### src/rtl/core/assert_macros.svh
// Assertion macros shared by the RTL files of the overlap filter.
`ifndef ASSERT_MACROS_SVH
`define ASSERT_MACROS_SVH

// Same-cycle implication, checked on every rising clock edge out of reset.
`define ASSERT_IMP(label, clk, rst_n, ante, cons) \
    label: assert property (@(posedge clk) disable iff (!rst_n) (ante) |-> (cons)) \
        else $error("assertion failed: same-cycle implication");

// Next-cycle implication.
`define ASSERT_NXT(label, clk, rst_n, ante, cons) \
    label: assert property (@(posedge clk) disable iff (!rst_n) (ante) |=> (cons)) \
        else $error("assertion failed: next-cycle implication");

`endif

### src/rtl/core/profilt_pkg.sv
// Package: status codes, stream payload layout and shared types of the overlap filter.
`timescale 1ns / 1ps

package profilt_pkg;

    // Result status codes
    typedef logic [2:0] status_t;
    localparam status_t STATUS_OK       = 3'd0;
    localparam status_t STATUS_DISABLED = 3'd1;
    localparam status_t STATUS_EMPTY    = 3'd2;
    localparam status_t STATUS_OVERLAP  = 3'd3;
    localparam status_t STATUS_FULL     = 3'd4;

    // Width of every input field that carries a coordinate or a size
    localparam int FIELD_W = 16;

    // Input tdata layout, lowest bit first
    localparam int EN_BIT     = 0;
    localparam int X_LSB      = 1;
    localparam int Y_LSB      = 17;
    localparam int W_LSB      = 33;
    localparam int H_LSB      = 49;
    localparam int SHIFT_LSB  = 65;
    localparam int IN_DATA_W  = 88;

    // Output tdata layout
    localparam int STATUS_W   = 3;
    localparam int COUNT_W    = 5;
    localparam int OUT_DATA_W = 8;

endpackage

### src/rtl/core/placed_rect_overlap_filter.sv
// Top level: table of placed rectangles with overlap filtering and canvas scroll.
`timescale 1ns / 1ps
`include "assert_macros.svh"

// Usage
// Input stream (s_*): one transfer is one item. s_tuser[0] selects the function:
// 0 offers a rectangle for placement, 1 scrolls the canvas up by shift_amount.
// Output stream (m_*): exactly one transfer per input item, in order, carrying the
// status code and the number of stored rectangles after the item.
// Timing: a scroll or an enabled, non-empty offer walks the whole table, issuing one
// entry read per cycle from the table memory. An offer's entries pass through one
// shared datapath (end sums, min/max, one multiplier pair, one compare); a scroll
// moves or drops each entry in stage 1. The block then drains the datapath and posts
// the result. A disabled or empty offer skips the walk and the drain. One item is
// in work at a time; s_tready is high only between items.
// The result sits in an output register: the next item is taken while it waits, and
// a stalled m_tready only holds the block once a second result is ready to post.
// Reset empties the table at once (valid bits cleared); no clearing pass is needed.
module placed_rect_overlap_filter #(
    parameter int MAX_RECTS  = 16,
    parameter int COORD_BITS = 16
) (
    input  logic                                clk,
    input  logic                                rst_n,
    input  logic                                s_tvalid,
    output logic                                s_tready,
    // tdata: enable_flag, rect_x[15:0], rect_y[15:0], rect_w[15:0], rect_h[15:0],
    //        shift_amount[15:0], zero fill
    input  logic [profilt_pkg::IN_DATA_W-1:0]   s_tdata,
    // tuser: func
    input  logic [0:0]                          s_tuser,
    output logic                                m_tvalid,
    input  logic                                m_tready,
    // tdata: status[2:0], entry_count[4:0]
    output logic [profilt_pkg::OUT_DATA_W-1:0]  m_tdata
);

    localparam int CW   = COORD_BITS;
    localparam int EW   = CW + 1;
    localparam int PW   = 2 * EW;
    localparam int CMPW = PW + 3;
    localparam int MW   = 4 * CW;
    localparam int IW   = (MAX_RECTS > 1) ? $clog2(MAX_RECTS) : 1;
    localparam int CNTW = $clog2(MAX_RECTS + 1);
    localparam int SW   = (CW > profilt_pkg::FIELD_W) ? CW : profilt_pkg::FIELD_W;

    localparam logic [1:0] ST_IDLE   = 2'd0;
    localparam logic [1:0] ST_WALK   = 2'd1;
    localparam logic [1:0] ST_DRAIN  = 2'd2;
    localparam logic [1:0] ST_FINISH = 2'd3;

    // Control registers
    logic [1:0]              state_reg, state_next;
    logic [IW-1:0]           cnt_reg, cnt_next;
    logic [MAX_RECTS-1:0]    valid_reg, valid_next;
    logic [CNTW-1:0]         count_reg, count_next;
    logic                    slot_found_reg, slot_found_next;
    logic                    hit_reg, hit_next;
    logic                    p1_live_reg, p1_live_next;
    logic                    p2_live_reg, p2_live_next;
    logic                    p3_live_reg, p3_live_next;
    logic                    p4_live_reg, p4_live_next;
    logic                    m_tvalid_reg, m_tvalid_next;

    // Payload registers
    logic                    func_reg;
    logic                    place_reg;
    profilt_pkg::status_t    pend_status_reg;
    logic [CW-1:0]           x_reg, y_reg, w_reg, h_reg;
    logic [EW-1:0]           xe_reg, ye_reg;
    logic [profilt_pkg::FIELD_W-1:0] shift_reg;
    logic [IW-1:0]           slot_reg;
    logic [IW-1:0]           p1_idx_reg;
    logic [MW-1:0]           mem_rd_reg;
    logic [CW-1:0]           p2_sx_reg, p2_sy_reg;
    logic [EW-1:0]           p2_sxe_reg, p2_sye_reg;
    logic [EW-1:0]           p3_ux_reg, p3_uy_reg, p3_ix_reg, p3_iy_reg;
    logic [PW-1:0]           p4_u_reg, p4_i_reg;
    profilt_pkg::status_t    out_status_reg;
    logic [profilt_pkg::COUNT_W-1:0] out_count_reg;

    // Rectangle table: {h, w, y, x}
    logic [MW-1:0]           mem [MAX_RECTS];

    // Input field extraction
    logic                    in_func, in_en;
    logic [CW-1:0]           in_x, in_y, in_w, in_h;
    logic                    accept;

    assign in_func = s_tuser[0];
    assign in_en   = s_tdata[profilt_pkg::EN_BIT];
    assign in_x    = CW'(s_tdata[profilt_pkg::X_LSB +: profilt_pkg::FIELD_W]);
    assign in_y    = CW'(s_tdata[profilt_pkg::Y_LSB +: profilt_pkg::FIELD_W]);
    assign in_w    = CW'(s_tdata[profilt_pkg::W_LSB +: profilt_pkg::FIELD_W]);
    assign in_h    = CW'(s_tdata[profilt_pkg::H_LSB +: profilt_pkg::FIELD_W]);

    assign s_tready = (state_reg == ST_IDLE);
    assign accept   = s_tvalid && s_tready;

    // Any datapath stage still holding a live entry
    logic pipe_busy;
    assign pipe_busy = p1_live_reg || p2_live_reg || p3_live_reg || p4_live_reg;

    // Stage 1: fields of the entry read last cycle
    logic [CW-1:0] rd_x, rd_y, rd_w, rd_h;
    assign rd_x = mem_rd_reg[CW-1:0];
    assign rd_y = mem_rd_reg[2*CW-1:CW];
    assign rd_w = mem_rd_reg[3*CW-1:2*CW];
    assign rd_h = mem_rd_reg[4*CW-1:3*CW];

    // Scroll: drop or move the entry in stage 1
    logic scroll_live, scroll_drop;
    logic [CW-1:0] y_moved;
    assign scroll_live = p1_live_reg && func_reg;
    assign scroll_drop = SW'(rd_y) < SW'(shift_reg);
    assign y_moved     = CW'(SW'(rd_y) - SW'(shift_reg));

    // Stage 2: bounding box and intersection extents
    logic [EW-1:0] ux, uy, ix, iy;
    logic [EW-1:0] lo_x, hi_x, lo_y, hi_y, bmax_x, bmin_x, bmax_y, bmin_y;
    always_comb
    begin
        bmax_x = (xe_reg > p2_sxe_reg) ? xe_reg : p2_sxe_reg;
        bmin_x = (x_reg < p2_sx_reg) ? EW'(x_reg) : EW'(p2_sx_reg);
        bmax_y = (ye_reg > p2_sye_reg) ? ye_reg : p2_sye_reg;
        bmin_y = (y_reg < p2_sy_reg) ? EW'(y_reg) : EW'(p2_sy_reg);
        lo_x   = (x_reg > p2_sx_reg) ? EW'(x_reg) : EW'(p2_sx_reg);
        hi_x   = (xe_reg < p2_sxe_reg) ? xe_reg : p2_sxe_reg;
        lo_y   = (y_reg > p2_sy_reg) ? EW'(y_reg) : EW'(p2_sy_reg);
        hi_y   = (ye_reg < p2_sye_reg) ? ye_reg : p2_sye_reg;
        ux     = bmax_x - bmin_x;
        uy     = bmax_y - bmin_y;
        ix     = (hi_x > lo_x) ? (hi_x - lo_x) : '0;
        iy     = (hi_y > lo_y) ? (hi_y - lo_y) : '0;
    end

    // Stage 4: 4*U < 5*I
    logic [CMPW-1:0] four_u, five_i;
    logic            too_close;
    assign four_u    = CMPW'({p4_u_reg, 2'b00});
    assign five_i    = CMPW'({p4_i_reg, 2'b00}) + CMPW'(p4_i_reg);
    assign too_close = p4_live_reg && (four_u < five_i);

    // Final decision
    logic                 out_free, store;
    profilt_pkg::status_t final_status;
    assign out_free = !m_tvalid_reg || m_tready;
    always_comb
    begin
        store = 1'b0;
        if (!place_reg)
        begin
            final_status = pend_status_reg;
        end
        else if (hit_reg)
        begin
            final_status = profilt_pkg::STATUS_OVERLAP;
        end
        else if (!slot_found_reg)
        begin
            final_status = profilt_pkg::STATUS_FULL;
        end
        else
        begin
            final_status = profilt_pkg::STATUS_OK;
            store        = 1'b1;
        end
    end

    // Memory write port: scroll write-back or a new entry
    logic          mem_we;
    logic [IW-1:0] mem_wa;
    logic [MW-1:0] mem_wd;
    logic          finish_go;
    assign finish_go = (state_reg == ST_FINISH) && out_free;
    always_comb
    begin
        mem_we = 1'b0;
        mem_wa = p1_idx_reg;
        mem_wd = {rd_h, rd_w, y_moved, rd_x};
        if (scroll_live && !scroll_drop)
        begin
            mem_we = 1'b1;
        end
        else if (finish_go && store)
        begin
            mem_we = 1'b1;
            mem_wa = slot_reg;
            mem_wd = {h_reg, w_reg, y_reg, x_reg};
        end
    end

    // Sequencer and table bookkeeping
    always_comb
    begin
        state_next      = state_reg;
        cnt_next        = cnt_reg;
        valid_next      = valid_reg;
        count_next      = count_reg;
        slot_found_next = slot_found_reg;
        hit_next        = hit_reg || too_close;
        p1_live_next    = (state_reg == ST_WALK) && valid_reg[cnt_reg];
        p2_live_next    = p1_live_reg && !func_reg;
        p3_live_next    = p2_live_reg;
        p4_live_next    = p3_live_reg;
        m_tvalid_next   = m_tvalid_reg && !m_tready;

        if (scroll_live && scroll_drop)
        begin
            valid_next[p1_idx_reg] = 1'b0;
            count_next             = count_reg - CNTW'(1);
        end

        case (state_reg)
            ST_IDLE:
            begin
                if (accept)
                begin
                    cnt_next        = '0;
                    slot_found_next = 1'b0;
                    hit_next        = 1'b0;
                    if (!in_func && (!in_en || in_w == '0 || in_h == '0))
                    begin
                        state_next = ST_FINISH;
                    end
                    else
                    begin
                        state_next = ST_WALK;
                    end
                end
            end
            ST_WALK:
            begin
                if (!valid_reg[cnt_reg] && !slot_found_reg)
                begin
                    slot_found_next = 1'b1;
                end
                if (cnt_reg == IW'(MAX_RECTS - 1))
                begin
                    cnt_next   = '0;
                    state_next = ST_DRAIN;
                end
                else
                begin
                    cnt_next = cnt_reg + IW'(1);
                end
            end
            ST_DRAIN:
            begin
                if (!pipe_busy)
                begin
                    state_next = ST_FINISH;
                end
            end
            ST_FINISH:
            begin
                if (out_free)
                begin
                    m_tvalid_next = 1'b1;
                    state_next    = ST_IDLE;
                    if (store)
                    begin
                        valid_next[slot_reg] = 1'b1;
                        count_next           = count_reg + CNTW'(1);
                    end
                end
            end
            default:
            begin
                state_next = ST_IDLE;
            end
        endcase
    end

    // Control state
    always_ff @(posedge clk or negedge rst_n)
    begin
        if (!rst_n)
        begin
            state_reg      <= ST_IDLE;
            cnt_reg        <= '0;
            valid_reg      <= '0;
            count_reg      <= '0;
            slot_found_reg <= 1'b0;
            hit_reg        <= 1'b0;
            p1_live_reg    <= 1'b0;
            p2_live_reg    <= 1'b0;
            p3_live_reg    <= 1'b0;
            p4_live_reg    <= 1'b0;
            m_tvalid_reg   <= 1'b0;
        end
        else
        begin
            state_reg      <= state_next;
            cnt_reg        <= cnt_next;
            valid_reg      <= valid_next;
            count_reg      <= count_next;
            slot_found_reg <= slot_found_next;
            hit_reg        <= hit_next;
            p1_live_reg    <= p1_live_next;
            p2_live_reg    <= p2_live_next;
            p3_live_reg    <= p3_live_next;
            p4_live_reg    <= p4_live_next;
            m_tvalid_reg   <= m_tvalid_next;
        end
    end

    // Item capture
    always_ff @(posedge clk)
    begin
        if (accept)
        begin
            func_reg  <= in_func;
            place_reg <= !in_func && in_en && (in_w != '0) && (in_h != '0);
            if (in_func || (in_en && in_w != '0 && in_h != '0))
            begin
                pend_status_reg <= profilt_pkg::STATUS_OK;
            end
            else if (!in_en)
            begin
                pend_status_reg <= profilt_pkg::STATUS_DISABLED;
            end
            else
            begin
                pend_status_reg <= profilt_pkg::STATUS_EMPTY;
            end
            x_reg     <= in_x;
            y_reg     <= in_y;
            w_reg     <= in_w;
            h_reg     <= in_h;
            xe_reg    <= EW'(in_x) + EW'(in_w);
            ye_reg    <= EW'(in_y) + EW'(in_h);
            shift_reg <= s_tdata[profilt_pkg::SHIFT_LSB +: profilt_pkg::FIELD_W];
        end
        if (state_reg == ST_WALK && !valid_reg[cnt_reg] && !slot_found_reg)
        begin
            slot_reg <= cnt_reg;
        end
    end

    // Table memory: one write and one registered read per cycle
    always_ff @(posedge clk)
    begin
        if (mem_we)
        begin
            mem[mem_wa] <= mem_wd;
        end
        mem_rd_reg <= mem[cnt_reg];
    end

    // Shared datapath stages
    always_ff @(posedge clk)
    begin
        p1_idx_reg <= cnt_reg;
        p2_sx_reg  <= rd_x;
        p2_sy_reg  <= rd_y;
        p2_sxe_reg <= EW'(rd_x) + EW'(rd_w);
        p2_sye_reg <= EW'(rd_y) + EW'(rd_h);
        p3_ux_reg  <= ux;
        p3_uy_reg  <= uy;
        p3_ix_reg  <= ix;
        p3_iy_reg  <= iy;
        p4_u_reg   <= PW'(p3_ux_reg) * PW'(p3_uy_reg);
        p4_i_reg   <= PW'(p3_ix_reg) * PW'(p3_iy_reg);
    end

    // Output register
    always_ff @(posedge clk)
    begin
        if (finish_go)
        begin
            out_status_reg <= final_status;
            out_count_reg  <= profilt_pkg::COUNT_W'(count_next);
        end
    end

    assign m_tvalid = m_tvalid_reg;
    assign m_tdata  = {out_count_reg, out_status_reg};

    // Checks
    `ASSERT_IMP(a_count_matches, clk, rst_n, 1'b1, int'(count_reg) == $countones(valid_reg))
    `ASSERT_IMP(a_finish_drained, clk, rst_n, state_reg == ST_FINISH, !pipe_busy)
    `ASSERT_IMP(a_store_free_slot, clk, rst_n, finish_go && store, !valid_reg[slot_reg])
    `ASSERT_NXT(a_disabled_short, clk, rst_n, accept && !in_func && !in_en, state_reg == ST_FINISH)

endmodule

### config.mk
export PLATFORM = sky130hd
export DESIGN_NAME = placed_rect_overlap_filter
export DESIGN_NICKNAME = d
export VERILOG_FILES = /design/src/rtl/core/profilt_pkg.sv /design/src/rtl/core/placed_rect_overlap_filter.sv
export VERILOG_INCLUDE_DIRS = /design/src /design/src/rtl/core
export SDC_FILE = /design/constraint.sdc
export NUM_CORES = 2
export LEC_CHECK = 0
export BUFFER_PORTS_ARGS = -buffer_cell sky130_fd_sc_hd__buf_2
export CORE_ASPECT_RATIO = 1.75
export CORE_UTILIZATION = 64
export CTS_CLUSTER_SIZE = 20
export DETAILED_ROUTE_END_ITERATION = 8
export PLACE_DENSITY = 0.81
export RECOVER_POWER = 25
export SYNTH_ARGS = -nofsm -noshare
export SYNTH_HDL_FRONTEND = slang
export SYNTH_SLANG_ARGS = --single-unit
### constraint.sdc
create_clock -name clk -period 6.7 [get_ports clk]
set_input_delay 1.675 -clock clk [delete_from_list [all_inputs] [get_ports clk]]
set_output_delay 1.675 -clock clk [all_outputs]
set_load 0.01 [all_outputs]
### Word level (Yosys, flattened, before mapping)

Memory sizes are Yosys's and may differ from the RTL's. A register that Yosys moved wholly into a read port is not among the register bits.
Cells that the tools add are included.

* bits in registers: 371
* memory bits (writable): 1024
* input port bits: 93
* output and inout bits: 10
* word-level logic and storage cells: 179
* memories: 1

* add/subtract/negate cells: 13
* multiply operators: 2
* magnitude comparators: 17
* equality and inequality tests: 9
* muxes and demuxes: 53
* bitwise gates (word level): 3
* reductions and logical operators: 46

Memories
* mem: words 16, width 64, read ports 1, clocked after memory_dff 1, write ports 1, RTL line placed_rect_overlap_filter.sv:83 `logic [MW-1:0] mem [MAX_RECTS];`

Operators with widths (number)
* two-way mux 16 bit: 8
* two-way mux 64 bit: 2
* adder 16 x 16 -> 17 bit: 4
* multiplier 17 x 17 -> 34 bit: 2
* two-way mux 17 bit: 4
* subtractor 17 x 16 -> 17 bit: 4
* < comparator 16 bit: 3
* adder 36 x 34 -> 37 bit: 1
* < comparator 36 x 37 -> 1 bit: 1
* greater-than comparator 17 x 16 -> 1 bit: 2
* greater-than comparator 17 bit: 2
* < comparator 17 bit: 2
* greater-than comparator 16 bit: 2
* logical NOT 16 bit: 2
* nonzero test 16 bit: 2
* logical AND 1 bit: 21
* two-way mux 5 bit: 4
* bitwise AND 16 bit: 1
* two-way mux 1 bit: 16
* two-way mux 4 bit: 4
* inverter 16 bit: 1
* bitwise OR 16 bit: 1
* subtractor 16 bit: 1
* < comparator 4 x 5 -> 1 bit, second input constant: 3
* other kinds (23): 50

### Depth between registers and ports, before layout

* depth in word-level cells: 11
* depth in mapped cells: 27
* mapped depth without buffers: 24

### Least setup slack after synthesis

Ideal clock, no wire load.

* kind: input -> register
* start point: input m_tready
* end point: memory mem[14][0] (netlist bit) (enable)
* library setup time: 0.507 ns
* arrival: 6.132 ns
* required time: 6.193 ns
* path slack: 0.061 ns
* stages: 8
* path buffers: 2
* cell sequence: nand2b_1 and2_1 nand3_1 nor2_2 buf_4 buf_4 nand3_1 a21oi_1

* cells in the longest elaborated chain, start to end: 7
* elaborated cells on any way between the ends: 9
* those cells by class: mux: 6; reduce/logical: 3

RTL lines
* start: declaration: RTL line placed_rect_overlap_filter.sv:33 `input logic m_tready,`
* logical OR 1 bit (*): RTL line placed_rect_overlap_filter.sv:147 `assign out_free = !m_tvalid_reg || m_tready;`
* logical AND 1 bit (*): RTL line placed_rect_overlap_filter.sv:175 `assign finish_go = (state_reg == ST_FINISH) && out_free;`
* named net finish_go: RTL line placed_rect_overlap_filter.sv:174 `logic finish_go;`
* logical AND 1 bit (*): RTL line placed_rect_overlap_filter.sv:185 `else if (finish_go && store)`
* two-way mux 1 bit: RTL line placed_rect_overlap_filter.sv:185
* two-way mux 1 bit: RTL line placed_rect_overlap_filter.sv:181 `if (scroll_live && !scroll_drop)`
* two-way mux 1 bit: RTL line placed_rect_overlap_filter.sv:344 `if (mem_we)`
* two-way mux 1 bit (not written as such): RTL line placed_rect_overlap_filter.sv:346 `mem[mem_wa] <= mem_wd;`
* end: declaration: RTL line placed_rect_overlap_filter.sv:83

Mark *: on every way through the listed nets, which the timed path passes. The rest lies on a longest branch.

### Worst setup path in the final report

* start point: register shift_reg[2] (netlist bit)
* end point: memory mem[11][37] (netlist bit) (enable)

* cells in the longest elaborated chain, start to end: 6
* elaborated cells on any way between the ends: 7
* those cells by class: order compare: 1; mux: 4; reduce/logical: 2

RTL lines
* start: declaration: RTL line placed_rect_overlap_filter.sv:71 `logic [profilt_pkg::FIELD_W-1:0] shift_reg;`
* start signal: assignment: RTL line placed_rect_overlap_filter.sv:333 `shift_reg <= s_tdata[profilt_pkg::SHIFT_LSB +: profilt_pkg::FIELD_W];`
* < comparator 16 bit (*): RTL line placed_rect_overlap_filter.sv:115 `assign scroll_drop = SW'(rd_y) < SW'(shift_reg);`
* logical NOT 1 bit (*): RTL line placed_rect_overlap_filter.sv:181
* logical AND 1 bit (*): RTL line placed_rect_overlap_filter.sv:181
* two-way mux 1 bit: RTL line placed_rect_overlap_filter.sv:181
* two-way mux 1 bit: RTL line placed_rect_overlap_filter.sv:344
* two-way mux 1 bit (not written as such): RTL line placed_rect_overlap_filter.sv:346

Every way passes the cells marked *; elsewhere a longest branch is shown, timed or not.

==> results.yml <==
run_status:
  violations: "max-capacitance violations, max-slew violations"
  outcome: "complete, but fails checks"
placement:
  placed_cells: 8066
  dp_hpwl_um: 143000
  io_buffers: 95
  place.gp.congestion: 0.973
  dpl_cell_area_um2: 84400
layout:
  final_cell_mix: "edfxtp_1 (1154), inv_1 (689), nand2_1 (581), ha_1 (499), fa_1 (458)"
  largest_reg_flops: 1024
  design_area_um2: 88300
  finish.net_count: 7584
  n_fill_cell: 8427
  layout-drive-gt1-share_pct: 10.1
  fin_cells: 8304
  final_common_cell: "edfxtp_1"
  area_growth_pct: 8.48
grt:
  grt_util_met1_pct: 35.6
  top_usage_layer: "met2"
  grt_pass1_wl_um: 314000
  antenna_found_initial: 14
  grt.overflow.total: 0
  grt_use_total_pct: 32.9
  grt_pass1_vias: 55182
  grtUsageMet3_pct: 5.93
  grt_max_degree: 119
  met2_usage_pct: 58.0
clock_network:
  cts.sinks: 1458
  clock_path_buffers: 3
  clk_latency_ns: 0.76
  cts_max_level: 3
  post_cts.repair.setup_buffers: 0
  path_clk_slew_ns: 0.07
  cts_made_buffers: 119
  cts_tree: "done"
  clockRootBuffer: "clkbuf_16"
min_path:
  hp-class: "reg -> reg"
  hold_start: "mem_rd_reg[0]"
setup_path:
  crit_path_frequent_cell: "a21oi_1"
  slowest_delay_ns: 0.94
  startpoint: "shift_reg[2]"
  crit_family: "compound AO/OA/AOI/OAI gates"
  path_max_fanout: 35
  r2r_start: "shift_reg[2]"
  crit_type: "reg -> reg"
  cp-start-kind: "flip-flop"
  arrival_ns: 6.90
  path_cells: "inv_1 > ha_1 > nor2b_1 > o21a_1 > o21ai_0 > a21oi_1 > o211ai_1 > a21oi_1 > o21a_1 > nor2_4 > clkbuf_1 > buf_4 > a21oi_1 > nor2_4 > buf_4"
  end_kind: "flip-flop"
  crit_slowest_cell: "nor2_4"
  critical_path_buf_inv_count: 4
  cp.required_ns: 7.13
sta:
  hold_viol_final: 0
  tns_ns: 0
  finalCritPeriodShare_pct: 96.5
  period_minus_slack_ns: 6.47
  whs_ns: 0.361
  worst_pin_slew_ns: 2.95
  setup_viol_count_final: 0
  slew_headroom_pct: -96.8
  slew_violations: 518
  clock_skew_ns: 0.0464
  clock.fmax_mhz: 155
die:
  core_area_um2: 126000
  fp.dieW_um: 272
  rows: 172
  dieArea_um2: 129000
  boundaryPins: 103
  die_h_um: 474
  start_util_pct: 64.7
yosys:
  ys_seq_elements: 1458
  synth_flop_cell: "edfxtp_1"
  ys_seq_area_share_pct: 50.3
  ys.warnings.count: 0
  syn_inst: 6398
  syn_avg_cell_area_um2: 12.7
  synth.distinct_cells: 85
  synth_edf_count: 1154
  async_flop_share_pct: 2.33
  synth.cell_area_um2: 81400
  synth_fp_nets: 7448
run:
  maxCapViolCount: 11
routing:
  wire_per_inst_um: 25.1
  via_count: 52257
  drc: 0
  drt-initial-drc-count: 4422
  postRouteWirelength_um: 209000
  first_pass_iters: 5
  avgViaCountPerCell: 6.29
  ant_nets: 0
area by class of cell:
cell class,instances,area [um^2],area share (%)
Antenna cell,11,27.5,0.0312
Clock buffer,159,3300,3.73
Clock inverter,68,771,0.873
Inverter,690,2590,2.93
Multi-Input combinational cell,4028,37100,42.0
Sequential cell,1458,40900,46.3
Tap cell,1653,2070,2.34
Timing Repair Buffer,237,1510,1.71
metal layers:
| metal | up-vias | share of wire (%) |
|---|---|---|
| li1 | 22960 | - |
| met1 | 25848 | 33 |
| met2 | 2647 | 51 |
| met3 | 786 | 8.5 |
| met4 | 16 | 7.8 |
| met5 | - | 0.044 |
cells by family after synthesis:
logic type               share of synthesized area, %
XOR/XNOR                                         2.13
multiplexers                                     8.73
buffers and inverters                            4.28
adder cells (fa/ha/maj)                          18.9
flip-flops                                       50.3
AND/OR/NAND/NOR                                  7.84
AO/OA/AOI/OAI                                    7.84
final timing paths:
| check | endpoint | slack [ns] | cells after the start |
|---|---|---|---|
| max in group asynchronous | valid_reg[15] | 4.13 | 1 |
| worst max-delay path | mem[11][37] | 0.23 | 15 |
| min in group asynchronous | count_reg[0] | 1.47 | 1 |
| worst min-delay path | p2_sx_reg[0] | 0.36 | 0 |
| worst min register to register | p2_sx_reg[0] | 0.36 | 0 |
| worst max register to register | mem[11][37] | 0.23 | 15 |
metrics by stage:
step	util (%)	worst slack, ns
after CTS	70.3	0.202
after detailed placement	67.1	0.211
after global routing	70.1	-0.00129
final	70.1	0.234
after floorplan	-	0.0605
after global placement	67.1	0.302
what timing repair did:
| item | 4_1_cts | 5_1_grt |
|---|---|---|
| hold endpoints to repair | 0 | 0 |
| endpoints found under the setup margin | 0 | 5 |
| gates resized for setup | 0 | 17 |
| hold buffers | 0 | 0 |
cell usage after synthesis (124+ instances only):
master | instances | area (um^2)
ha_1 | 499 | 6240
mux2i_1 | 253 | 2530
mux4_2 | 130 | 2930
nand2_1 | 581 | 2180
o21ai_0 | 295 | 1480
inv_1 | 690 | 2590
nor2_1 | 171 | 642
mux2_2 | 146 | 1640
a21oi_1 | 270 | 1350
dfxtp_1 | 270 | 5410
clkbuf_1 | 158 | 593
edfxtp_1 | 1154 | 34700
xnor2_1 | 124 | 1090
fa_1 | 458 | 9170
and2_1 | 263 | 1650
Power is left out: the tool's default activity adds up to more than one toggle a clock period on the data nets, which glitch-free logic cannot reach.
